$ cat src/hdl/lfpc_pkg.sv
// Shared types, register map and reset values for the line follower PWM controller.
`default_nettype none

package lfpc_pkg;

    localparam int LINE_W    = 5;
    localparam int SPEED_W   = 6;
    localparam int UNITS_W   = 8;
    localparam int TICKS_W   = 16;
    localparam int HOLD_W    = 24;
    localparam int COUNT_W   = 8;
    localparam int S_DATA_W  = 8;
    localparam int M_DATA_W  = 16;
    localparam int CFG_AW    = 5;
    localparam int CFG_DW    = 32;
    localparam int CENTRE_BIT = 2;

    localparam logic [SPEED_W-1:0] RST_PWM_PERIOD      = 6'd20;
    localparam logic [SPEED_W-1:0] RST_FULL_SPEED      = 6'd20;
    localparam logic [SPEED_W-1:0] RST_TRIM_SPEED      = 6'd15;
    localparam logic [UNITS_W-1:0] RST_NORMAL_HOLD     = 8'd10;
    localparam logic [UNITS_W-1:0] RST_LONG_HOLD       = 8'd90;
    localparam logic [COUNT_W-1:0] RST_CROSSING_TARGET = 8'd3;
    localparam logic [TICKS_W-1:0] RST_TICKS_PER_UNIT  = 16'd1000;

    localparam logic [COUNT_W-1:0] COUNT_MAX = 8'd255;

    typedef enum logic [2:0] {
        REG_PWM_PERIOD      = 3'd0,
        REG_FULL_SPEED      = 3'd1,
        REG_TRIM_SPEED      = 3'd2,
        REG_NORMAL_HOLD     = 3'd3,
        REG_LONG_HOLD       = 3'd4,
        REG_CROSSING_TARGET = 3'd5,
        REG_TICKS_PER_UNIT  = 3'd6
    } reg_index_t;

    typedef struct packed {
        logic [SPEED_W-1:0] pwm_period;
        logic [SPEED_W-1:0] full_speed;
        logic [SPEED_W-1:0] trim_speed;
        logic [UNITS_W-1:0] normal_hold;
        logic [UNITS_W-1:0] long_hold;
        logic [COUNT_W-1:0] crossing_target;
        logic [TICKS_W-1:0] ticks_per_unit;
    } cfg_t;

    typedef struct packed {
        logic [SPEED_W-1:0] pwm_phase;
        logic [HOLD_W-1:0]  hold_left;
        logic [SPEED_W-1:0] speed_a;
        logic [SPEED_W-1:0] speed_b;
        logic               centre_prev_white;
        logic [COUNT_W-1:0] crossing_count;
    } drive_state_t;

    typedef struct packed {
        logic [COUNT_W-1:0] crossings;
        logic               busy_res;
        logic               forward_b;
        logic               enable_b;
        logic               forward_a;
        logic               enable_a;
    } result_t;

endpackage

`default_nettype wire

$ cat src/hdl/lfpc_step.sv
// One PWM tick: crossing count, pattern table, command load and drive compare.
`default_nettype none

module lfpc_step
    import lfpc_pkg::*;
(
    input  wire cfg_t               cfg,
    input  wire drive_state_t       state,
    input  wire [LINE_W-1:0]        line_bits,
    output drive_state_t            state_next,
    output result_t                 result
);

    logic                 idle;
    logic                 centre;
    logic [COUNT_W-1:0]   count_new;
    logic                 s0, s1, s2, s3, s4;
    logic [3:0]           pat;
    logic                 match;
    logic                 use_long;
    logic [SPEED_W-1:0]   pick_a;
    logic [SPEED_W-1:0]   pick_b;
    logic [UNITS_W-1:0]   units;
    logic [HOLD_W-1:0]    hold_loaded;
    logic [SPEED_W-1:0]   speed_a_loaded;
    logic [SPEED_W-1:0]   speed_b_loaded;
    logic                 drive;
    logic                 ena;
    logic                 enb;
    logic [SPEED_W:0]     phase_inc;

    always_comb begin
        idle   = (state.hold_left == '0);
        centre = line_bits[CENTRE_BIT];
        s0 = line_bits[0];
        s1 = line_bits[1];
        s2 = line_bits[2];
        s3 = line_bits[3];
        s4 = line_bits[4];
        pat = {s4, s3, s1, s0};

        count_new = state.crossing_count;
        if (idle && state.centre_prev_white && !centre && state.crossing_count != COUNT_MAX) begin
            count_new = state.crossing_count + 1'b1;
        end

        match    = 1'b1;
        use_long = 1'b0;
        pick_a   = '0;
        pick_b   = '0;
        if (s4 && !s1 && !s0 && !s2 && count_new == cfg.crossing_target) begin
            pick_b   = cfg.full_speed;
            use_long = 1'b1;
        end else if (pat == 4'd15 || pat == 4'd0) begin
            pick_a = cfg.full_speed;
            pick_b = cfg.full_speed;
        end else if (pat == 4'd11) begin
            pick_a = cfg.full_speed;
            pick_b = cfg.trim_speed;
        end else if (pat == 4'd13) begin
            pick_a = cfg.trim_speed;
            pick_b = cfg.full_speed;
        end else if (pat == 4'd14 || (pat == 4'd8 && s2) || (pat == 4'd12 && s2)) begin
            pick_b = cfg.full_speed;
        end else if (pat == 4'd7 || pat == 4'd1 || pat == 4'd3) begin
            pick_a = cfg.full_speed;
        end else begin
            match = 1'b0;
        end

        units = use_long ? cfg.long_hold : cfg.normal_hold;

        hold_loaded    = state.hold_left;
        speed_a_loaded = state.speed_a;
        speed_b_loaded = state.speed_b;
        if (idle && match) begin
            hold_loaded    = HOLD_W'(units * cfg.ticks_per_unit);
            speed_a_loaded = pick_a;
            speed_b_loaded = pick_b;
        end

        drive = (hold_loaded != '0);
        ena   = drive && (state.pwm_phase < speed_a_loaded);
        enb   = drive && (state.pwm_phase < speed_b_loaded);
        phase_inc = {1'b0, state.pwm_phase} + 1'b1;

        state_next.speed_a           = speed_a_loaded;
        state_next.speed_b           = speed_b_loaded;
        state_next.crossing_count    = count_new;
        state_next.centre_prev_white = idle ? centre : state.centre_prev_white;
        state_next.hold_left         = drive ? hold_loaded - 1'b1 : hold_loaded;
        state_next.pwm_phase         = state.pwm_phase;
        if (drive) begin
            state_next.pwm_phase = (phase_inc >= {1'b0, cfg.pwm_period}) ? '0
                                                                         : phase_inc[SPEED_W-1:0];
        end

        result.enable_a  = ena;
        result.forward_a = ena;
        result.enable_b  = enb;
        result.forward_b = enb;
        result.busy_res  = drive;
        result.crossings = count_new;
    end

endmodule

`default_nettype wire

$ cat src/hdl/line_follower_pwm_controller.sv
// Top level of the line follower PWM controller: stream ports, register file and state.
//
//  channel | direction | word                      | bits
//  s_      | in        | line_bits                 | tdata[4:0]
//  m_      | out       | enable/forward a/b, busy, | tdata[12:0]
//          |           | crossings                 |
//  apb     | in/out    | seven config registers    | paddr 4*i, 32-bit data
//
// One word per cycle sustained while the output is not stalled; each word is held in
// the input register and is evaluated on its way into the output register.
// The step logic holds one 8x16 multiply and the drive compare.
// Reset returns config registers to defaults and clears the drive state, but sets centre_prev_white.
// A stalled output holds its word; one more input word is held behind it.
`default_nettype none

module line_follower_pwm_controller
    import lfpc_pkg::*;
(
    input  wire                  aclk,
    input  wire                  aresetn,

    input  wire                  s_tvalid,
    output logic                 s_tready,
    input  wire [S_DATA_W-1:0]   s_tdata,   // [4:0] line_bits

    output logic                 m_tvalid,
    input  wire                  m_tready,
    output logic [M_DATA_W-1:0]  m_tdata,   // [0] enable_a, [1] forward_a, [2] enable_b,
                                            // [3] forward_b, [4] busy_res, [12:5] crossings

    input  wire                  psel,
    input  wire                  penable,
    input  wire                  pwrite,
    input  wire [CFG_AW-1:0]     paddr,
    input  wire [CFG_DW-1:0]     pwdata,
    output logic [CFG_DW-1:0]    prdata,
    output logic                 pready
);

    cfg_t                cfg_reg;
    cfg_t                cfg_next;
    drive_state_t        state_reg;
    drive_state_t        state_next;
    drive_state_t        state_step;
    result_t             result;
    logic                in_valid_reg;
    logic                in_valid_next;
    logic [LINE_W-1:0]   in_bits_reg;
    logic                out_valid_reg;
    logic                out_valid_next;
    result_t             out_data_reg;
    logic                advance;
    logic                cfg_write;
    reg_index_t          cfg_index;

    assign pready    = 1'b1;
    assign cfg_write = psel && penable && pwrite && pready;
    assign cfg_index = reg_index_t'(paddr[4:2]);

    always_comb begin
        cfg_next = cfg_reg;
        if (cfg_write) begin
            case (cfg_index)
                REG_PWM_PERIOD:      cfg_next.pwm_period      = pwdata[SPEED_W-1:0];
                REG_FULL_SPEED:      cfg_next.full_speed      = pwdata[SPEED_W-1:0];
                REG_TRIM_SPEED:      cfg_next.trim_speed      = pwdata[SPEED_W-1:0];
                REG_NORMAL_HOLD:     cfg_next.normal_hold     = pwdata[UNITS_W-1:0];
                REG_LONG_HOLD:       cfg_next.long_hold       = pwdata[UNITS_W-1:0];
                REG_CROSSING_TARGET: cfg_next.crossing_target = pwdata[COUNT_W-1:0];
                REG_TICKS_PER_UNIT:  cfg_next.ticks_per_unit  = pwdata[TICKS_W-1:0];
                default: ;
            endcase
        end
    end

    always_comb begin
        case (cfg_index)
            REG_PWM_PERIOD:      prdata = CFG_DW'(cfg_reg.pwm_period);
            REG_FULL_SPEED:      prdata = CFG_DW'(cfg_reg.full_speed);
            REG_TRIM_SPEED:      prdata = CFG_DW'(cfg_reg.trim_speed);
            REG_NORMAL_HOLD:     prdata = CFG_DW'(cfg_reg.normal_hold);
            REG_LONG_HOLD:       prdata = CFG_DW'(cfg_reg.long_hold);
            REG_CROSSING_TARGET: prdata = CFG_DW'(cfg_reg.crossing_target);
            REG_TICKS_PER_UNIT:  prdata = CFG_DW'(cfg_reg.ticks_per_unit);
            default:             prdata = '0;
        endcase
    end

    lfpc_step u_step (
        .cfg        (cfg_reg),
        .state      (state_reg),
        .line_bits  (in_bits_reg),
        .state_next (state_step),
        .result     (result)
    );

    always_comb begin
        advance        = in_valid_reg && (!out_valid_reg || m_tready);
        s_tready       = !in_valid_reg || advance;
        in_valid_next  = s_tready ? s_tvalid : in_valid_reg;
        out_valid_next = advance || (out_valid_reg && !m_tready);
        state_next     = advance ? state_step : state_reg;
    end

    assign m_tvalid = out_valid_reg;
    assign m_tdata  = M_DATA_W'(out_data_reg);

    always_ff @(posedge aclk) begin
        if (!aresetn) begin
            cfg_reg.pwm_period      <= RST_PWM_PERIOD;
            cfg_reg.full_speed      <= RST_FULL_SPEED;
            cfg_reg.trim_speed      <= RST_TRIM_SPEED;
            cfg_reg.normal_hold     <= RST_NORMAL_HOLD;
            cfg_reg.long_hold       <= RST_LONG_HOLD;
            cfg_reg.crossing_target <= RST_CROSSING_TARGET;
            cfg_reg.ticks_per_unit  <= RST_TICKS_PER_UNIT;
            state_reg.pwm_phase         <= '0;
            state_reg.hold_left         <= '0;
            state_reg.speed_a           <= '0;
            state_reg.speed_b           <= '0;
            state_reg.centre_prev_white <= 1'b1;
            state_reg.crossing_count    <= '0;
            in_valid_reg  <= 1'b0;
            out_valid_reg <= 1'b0;
        end else begin
            cfg_reg       <= cfg_next;
            state_reg     <= state_next;
            in_valid_reg  <= in_valid_next;
            out_valid_reg <= out_valid_next;
        end
    end

    always_ff @(posedge aclk) begin
        if (s_tready && s_tvalid) begin
            in_bits_reg <= s_tdata[LINE_W-1:0];
        end
        if (advance) begin
            out_data_reg <= result;
        end
    end

endmodule

`default_nettype wire
$ cat config.mk
export PLATFORM = sky130hd
export DESIGN_NAME = line_follower_pwm_controller
export DESIGN_NICKNAME = d
export VERILOG_FILES = /design/src/hdl/lfpc_pkg.sv /design/src/hdl/lfpc_step.sv /design/src/hdl/line_follower_pwm_controller.sv
export SDC_FILE = /design/constraint.sdc
export NUM_CORES = 1
export LEC_CHECK = 0
export BUFFER_PORTS_ARGS = -buffer_cell sky130_fd_sc_hd__buf_2
export CAP_MARGIN = 20
export CORE_ASPECT_RATIO = 1.4
export CORE_UTILIZATION = 45
export CTS_CLUSTER_DIAMETER = 120
export CTS_CLUSTER_SIZE = 28
export DETAILED_ROUTE_END_ITERATION = 8
export HOLD_SLACK_MARGIN = 0.15
export MAX_ROUTING_LAYER = met4
export PLACE_DENSITY = 0.66
export SYNTH_ARGS = -nofsm -noshare
export SYNTH_HDL_FRONTEND = slang
export SYNTH_HIERARCHICAL = 1
export SYNTH_SLANG_ARGS = --single-unit
export TNS_END_PERCENT = 5
$ cat constraint.sdc
create_clock -name aclk -period 12.18 [get_ports aclk]
set_clock_uncertainty 0.1 [all_clocks]
set_input_delay 2.436 -clock aclk [delete_from_list [all_inputs] [get_ports aclk]]
set_output_delay 2.436 -clock aclk [all_outputs]
set_load 0.01 [all_outputs]
# == Yosys cells after proc, flatten, opt, wreduce, memory -nomap -nowiden ==
# Cells that the tools add are included.
# Widths: inputs -> output; s select.
# totals
reg_bits,127
latch_bits,0
ramBits,0
mem_bits_ro,0
inputBits,52
mem_count,0
# classes
add_sub_neg,3
multipliers,1
div,0
n_lt_le_gt_ge,3
n_eq_ne,17
shifts,0
muxes,26
bitwise,0
n_reduce_logical,44
# op_table
operator,count
$pmux 16 s7,1
$mux 6,14
$mux 24,2
$eq 4x4->1 const B,6
$logic_not 24->1,1
$mul 8x16->24,1
$reduce_bool 24->1,1
$sub 24x1->24 const B,1
$reduce_and 2->1,9
$logic_and 1x1->1,17
$mux 8,2
$lt 6x6->1,2
$eq 3x3->1 const B,3
$add 8x1->8 const B,1
$eq 8x8->1,1
$logic_or 1x1->1,8
$ne 8x8->1 const B,1
$add 6x1->7 const B,1
$ge 7x6->1,1
$mux 1,7
$eq 3x2->1 const B,2
$logic_not 1->1,6
$eq 4x1->1 const B,1
$eq 4x2->1 const B,1
other kinds (4),4

# == Logic depth before layout (Yosys ltp) ==
# Gate-level depths: netlist of the first run.
# logic_depth
depth_word,13
depth_mapped,35

# == Cells and area by module ==
# The synthesis of the first run kept the hierarchy.
# by_module_without_submodules
module,instances,cells_per_inst,area_per_inst_um2,seq_area_each_um2
lfpc_step,1,912,6897.9,0.0
line_follower_pwm_controller,1,577,5584.1,2762.6

# == Worst setup path after synthesis of the first run ==
# Ideal clock, no wire load.
# synth_timing
kind,reg2reg
from,register in_bits_reg[2]
to,register state_reg[39] (netlist name)
setup_ps,70
arrival_ps,8427
t_required_ps,12010
setup_slack_ps,3583
path_stages_with_launch,31
path_buffers,1
synth_period_minus_slack_ps,8597
cell_sequence,edfxtp_1 -> nand4b_1 -> or2_2 -> or4_4 -> xor2_1 -> o21ai_2 -> or3_1 -> nor2_1 -> mux2_2 -> clkbuf_1 -> nand2_1 -> fa_1 -> fa_1 -> fa_1 -> fa_1 -> inv_1 -> ha_1 -> a21o_1 -> a221o_1 -> o221ai_2 -> mux2i_1 -> nor3_1 -> a311oi_1 -> nor4_1 -> o21bai_1 -> or4b_4 -> or2_1 -> mux2i_1 -> o21ai_1 -> nand3_1 -> a21boi_1
# synth_lines
item,line_no,rtl
start: declaration,line_follower_pwm_controller.sv:48,logic [LINE_W-1:0] in_bits_reg;
start signal: assignment,line_follower_pwm_controller.sv:135,in_bits_reg <= s_tdata[LINE_W-1:0];
end signal: assignment,line_follower_pwm_controller.sv:127,state_reg <= state_next;
end: declaration,line_follower_pwm_controller.sv:42,drive_state_t state_reg;

==> results.ini, run 1 <==
[outcome]
outcome = completed

[global_route]
antenna_found_initial = 0
grt_overflow = 0
grt_first_pass_wirelength_um = 54100
grt_max_degree = 86
grt_pass1_vias = 10634
track_usage = 0.251

[power_and_ir_drop]
power_leakage_uw = 0.00581
power_density_nw_per_um2 = 190
vdd_drop_max_mv = 0.248

[clock_tree]
numCtsBuffers = 17
cts.sinks = 129
post_cts_buffers = 0
clkTransAtPathRegs_ns = 0.06
clk_latency_ns = 0.44
cts_buffer_depth = 2
cts_hold_buffers = 0
cts_tree = built
cts_resized = 0
root_buffer = clkbuf_16
h-tree-depth = 4

[yosys]
yosysWarnings = 6
synth_xor_area_frac = 0.0348
ys_seq_area_frac = 0.221
synth_compound_area_frac = 0.165
synth-simple-area-share = 0.224
ys_types = 91
syn-cell-area_um2 = 12500
synth_top_family_by_area = simple AND/OR/NAND/NOR gates
synth_top_flop_cell = dfxtp_1
avgSynthCellArea_um2 = 8.38
synth_fa_ha_area_frac = 0.198
muxShareOfSynthArea = 0.0746
async_flop_share = 0
postSynthCellCount = 1489
ys_seq_elements = 129
synth_edf_count = 18

[setup_path]
cp_slowest_stage_delay_ns = 0.71
endpoint_kind = flip-flop
cp.arrival_ns = 10.67
reg2reg_to = state_reg[44]
reg2reg_depth = 30
ff2ff_setup_slack_ns = 1.77
cp_common_cell = fa_1
reg2reg_from = state_reg[34]
crit_type = reg -> reg
critPathSlowestCell = nor2_1
cp_data_required_time_ns = 12.44
cp_max_fo = 25
start_kind = flip-flop

[die]
die_h_um = 199
die_w_um = 143
core_area_um2 = 27100
rows = 71
start_util = 0.461
pin_count = 103
die_area_um2 = 28400

[timing]
max_slew_margin = 0.287
hold_viol = 0
setup_viol = 0
setup_tns_ns = 0
layout_min_cycle_time_ns = 10.41
fin_crit_sh = 0.855
fmax_mhz = 96.0
worst_pin_slew_ns = 1.05
hold-worst-slack_ns = 0.378
rsz0062_at_grt = false
slew_violations = 0

[detailed_routing]
drc_errors = 0
wl_um = 32900
num_vias = 10673
drtIter0Drc = 470
first_pass_iters = 5
wl_per_cell_um = 17.6
via_per_inst = 5.72
drtAntennaViolNets = 0

[cells_and_area]
n_antenna_cell = 0
layout_common_cells = nand2_1 (183), inv_1 (120), dfxtp_1 (110), o21ai_0 (86), fa_1 (84)
fin_area_um2 = 13500
drive_gt1_frac = 0.106
final_common_cell = nand2_1
final_nets = 1687
fin_util = 0.497
area_delta_synth_final_pct = 7.84
largest_reg_flops = 58

[placed_design]
gp_congestion = 0.879
numPortBuffers = 61
place_hpwl_um = 24300
placed_area_um2 = 12800

[worst_hold_path]
hold_path_depth = 2
min-delay-start = state_reg[10]
worstHoldEndpoint = state_reg[10]
hp-class = reg -> reg

[flow_run]
maxCapViolations = 0

-- power breakdown --
group          switching [uW]  total, uW  internal (uW)
Combinational             906       1480            575
Clock                     208        523            315
Sequential               53.1        548            494
Total                    1170       2550           1390
-- worst max-delay path: cells and delay by family, from the launching register on --
family          cells  cell delay (ns)
compound gates      6             2.22
mux                 3             1.23
fa+ha+maj           5             2.40
flops               1             0.33
simple gates       13             3.58
buf+inv             2             0.28
xor+xnor            1             0.15
-- layout make-up --
type | count | area [um2]
Clock inverter | 14 | 153
Sequential cell | 129 | 2760
Fill cell | 2612 | 13600
Inverter | 120 | 450
Multi-Input combinational cell | 1149 | 8790
Timing Repair Buffer | 71 | 399
Clock buffer | 18 | 450
Tap cell | 365 | 457
-- metal layers --
metal	part of all wire	wire [um]	GRT usage
met5	0	0	-
met4	0.034	1110	0.107
met3	0.030	972	0.0300
met2	0.53	17500	0.456
met1	0.41	13400	0.275
-- how the worst max path moves through the flow --
stage,slack (ns),depth (start not counted),startpoint,to
floorplan,3.58,30,in_bits_reg[2],state_reg[39]
global placement,1.91,30,state_reg[37],state_reg[44]
detailed placement,1.84,30,state_reg[37],state_reg[44]
CTS,1.78,30,state_reg[37],state_reg[44]
global route,1.07,30,state_reg[37],state_reg[44]
finish,1.77,30,state_reg[34],state_reg[44]
-- cells in the mapped netlist, drive strengths merged (18+ instances only) --
library cell	instances	area, um2
and2	44	275
nor2b	49	307
buf	49	340
o21ai	91	459
fa	84	1680
xor2	22	193
nor3	29	166
ha	63	788
clkbuf	60	226
a21oi	54	274
a21boi	56	432
xnor2	25	219
edfxtp	18	541
nor2	44	168
mux2i	84	841
inv	120	450
dfxtp	111	2220
nand2	185	699
nand3	79	395
-- cells by family (layout without fill, tap and decap cells) --
| kind of cell | Yosys count | after routing |
|---|---|---|
| XOR/XNOR | 48 | 48 |
| AND/OR/NAND/NOR | 532 | 532 |
| multiplexers | 92 | 92 |
| other | 2 | 20 |
| adder cells (fa/ha/maj) | 147 | 147 |
| buffers and inverters | 229 | 223 |
| flip-flops | 129 | 129 |
| AO/OA/AOI/OAI | 310 | 310 |
-- metrics by stage --
stage               power (uW)  instances  worst slack [ns]
floorplan                 1730       1507              3.58
global placement          2000       1832              1.91
detailed placement        2010       1833              1.84
CTS                       2540       1865              1.78
global route              2730       1866              1.07
finish                    2550       1866              1.77
Power figures use the tool's default switching activity.
==> inputs of run 2 (changes only) <==
- CELL_PAD_IN_SITES_DETAIL_PLACEMENT: unset -> 2
- CELL_PAD_IN_SITES_GLOBAL_PLACEMENT: unset -> 2
- CORE_UTILIZATION: 45 -> 38
- PLACE_DENSITY: 0.66 -> 0.85
- SKIP_CTS_REPAIR_TIMING: unset -> 1
==> results.ini, run 2 (same netlist as run 1, synthesis figures left out) <==
[cells_and_area]
layout_common_cells = nand2_1 (183), inv_1 (119), dfxtp_1 (110), o21ai_0 (86), fa_1 (84)  ; was nand2_1 (183), inv_1 (120), dfxtp_1 (110), o21ai_0 (86), fa_1 (84)
area_delta_synth_final_pct = 8.21  ; was 7.84%
final_common_cell = nand2_1  ; unchanged
layout.cells.non_filler = 1940  ; was 1866
final_nets = 1687  ; unchanged
n_antenna_cell = 0  ; unchanged
largest_reg_flops = 58  ; unchanged
drive_gt1_frac = 0.105  ; was 0.106

[detailed_routing]
drtIter0Drc = 557  ; was 470
drtAntennaViolNets = 0  ; unchanged
first_pass_iters = 5  ; unchanged
via_per_inst = 5.90  ; was 5.72
num_vias = 11447  ; was 10673
wl_per_cell_um = 24.3  ; was 17.6 um
wl_um = 47100  ; was 32900 um
drc_errors = 0  ; unchanged

[clock_tree]
clkTransAtPathRegs_ns = 0.06  ; about the same
numCtsBuffers = 17  ; unchanged
cts_buffer_depth = 2  ; unchanged
clk_latency_ns = 0.45  ; was 0.44 ns
root_buffer = clkbuf_16  ; unchanged
h-tree-depth = 4  ; unchanged
cts_tree = built  ; unchanged
cts.sinks = 129  ; unchanged

[power_and_ir_drop]
power_leakage_uw = 0.00578  ; was 0.00581 uW
vdd_drop_max_mv = 0.179  ; was 0.248 mV
power_density_nw_per_um2 = 200  ; was 190 nW/um2

[placed_design]
placed_cells = 1909  ; was 1833
place_hpwl_um = 33600  ; was 24300 um
gp_congestion = 0.875  ; was 0.879
numPortBuffers = 61  ; unchanged

[setup_path]
cp_max_fo = 25  ; unchanged
crit_type = reg -> reg  ; unchanged
start_kind = flip-flop  ; unchanged
cp_slowest_stage_delay_ns = 1.01  ; was 0.71 ns
cp_data_required_time_ns = 12.44  ; about the same
critPathSlowestCell = mux2i_2  ; was nor2_1
endpoint_kind = flip-flop  ; unchanged
cp.arrival_ns = 11.27  ; was 10.67 ns

[die]
die_h_um = 216  ; was 199 um
die_area_um2 = 33600  ; was 28400 um2
rows = 78  ; was 71
start_util = 0.385  ; was 0.461
core_area_um2 = 32400  ; was 27100 um2
pin_count = 103  ; unchanged
die_w_um = 155  ; was 143 um

[timing]
fmax_mhz = 90.8  ; was 96.0 MHz
worst_pin_slew_ns = 1.13  ; was 1.05 ns
setup_viol = 0  ; unchanged
slew_violations = 0  ; unchanged
layout_min_cycle_time_ns = 11.01  ; was 10.41 ns
rsz0062_at_grt = false  ; unchanged
hold_viol = 0  ; unchanged
setup_tns_ns = 0  ; unchanged
fin_crit_sh = 0.904  ; was 0.855
max_slew_margin = 0.230  ; was 0.287

[global_route]
grt_max_degree = 81  ; was 86
track_usage = 0.297  ; was 0.251
grt_pass1_vias = 12996  ; was 10634
grt_first_pass_wirelength_um = 73800  ; was 54100 um
grt_overflow = 0  ; unchanged
antenna_found_initial = 0  ; unchanged

[flow_run]
maxCapViolations = 0  ; unchanged

[outcome]
outcome = completed  ; unchanged

[worst_hold_path]
hp-class = reg -> reg  ; unchanged

## run 2: area by class of cell
class,instances,area (um2)
clock buffer,18,429
clock inverter,13,139
fill,3681,18900
inverter,120,450
multi-input combinational,1149,8790
sequential,129,2760
tap,440,551
timing repair buffer,71,387
## run 2: final timing paths
| check | to | slack, ns | depth (start not counted) | from |
|---|---|---|---|---|
| setup / recovery | state_reg[44] | 1.17 | 30 | state_reg[37] |
| hold reg to reg | state_reg[19] | 0.39 | 2 | state_reg[19] |
| setup reg to reg | state_reg[44] | 1.17 | 30 | state_reg[37] |
| hold / removal | state_reg[19] | 0.39 | 2 | state_reg[19] |
## run 2: layer usage
metal	vias to the layer above	wire length (um)	GRT usage
met1	5867	16900	0.286
li1	5096	-	-
met2	311	25800	0.552
met5	-	0	-
met3	173	1390	0.0398
met4	0	2960	0.189
## run 2: stage by stage
step | instance area, um2 | setup slack, ns | power [uW] | hold WS (ns) | util
2_1_floorplan | 12500 | 3.58 | 1730 | 0.344 | -
3_3_place_gp | 12900 | 1.68 | 2060 | 0.356 | 0.399
3_5_place_dp | 12900 | 1.33 | 2130 | 0.373 | 0.399
4_1_cts | 13500 | 1.30 | 2690 | 0.392 | 0.417
5_1_grt | 13500 | 0.672 | 2850 | 0.411 | 0.417
6_report | 13500 | 1.17 | 2700 | 0.387 | 0.417
## run 2: critical path, delay by kind of cell (launching register included)
kind            cells  cell delay, ns
compound gates      6            2.31
xor+xnor            1            0.16
fa+ha+maj           4            1.98
buf+inv             3            0.37
flops               1            0.35
mux                 3            1.68
simple gates       13            3.93
## run 2: report_power, final
part	internal (uW)	switching (uW)	total (uW)
Sequential	495	59.4	554
Combinational	588	1040	1630
Clock	300	213	513
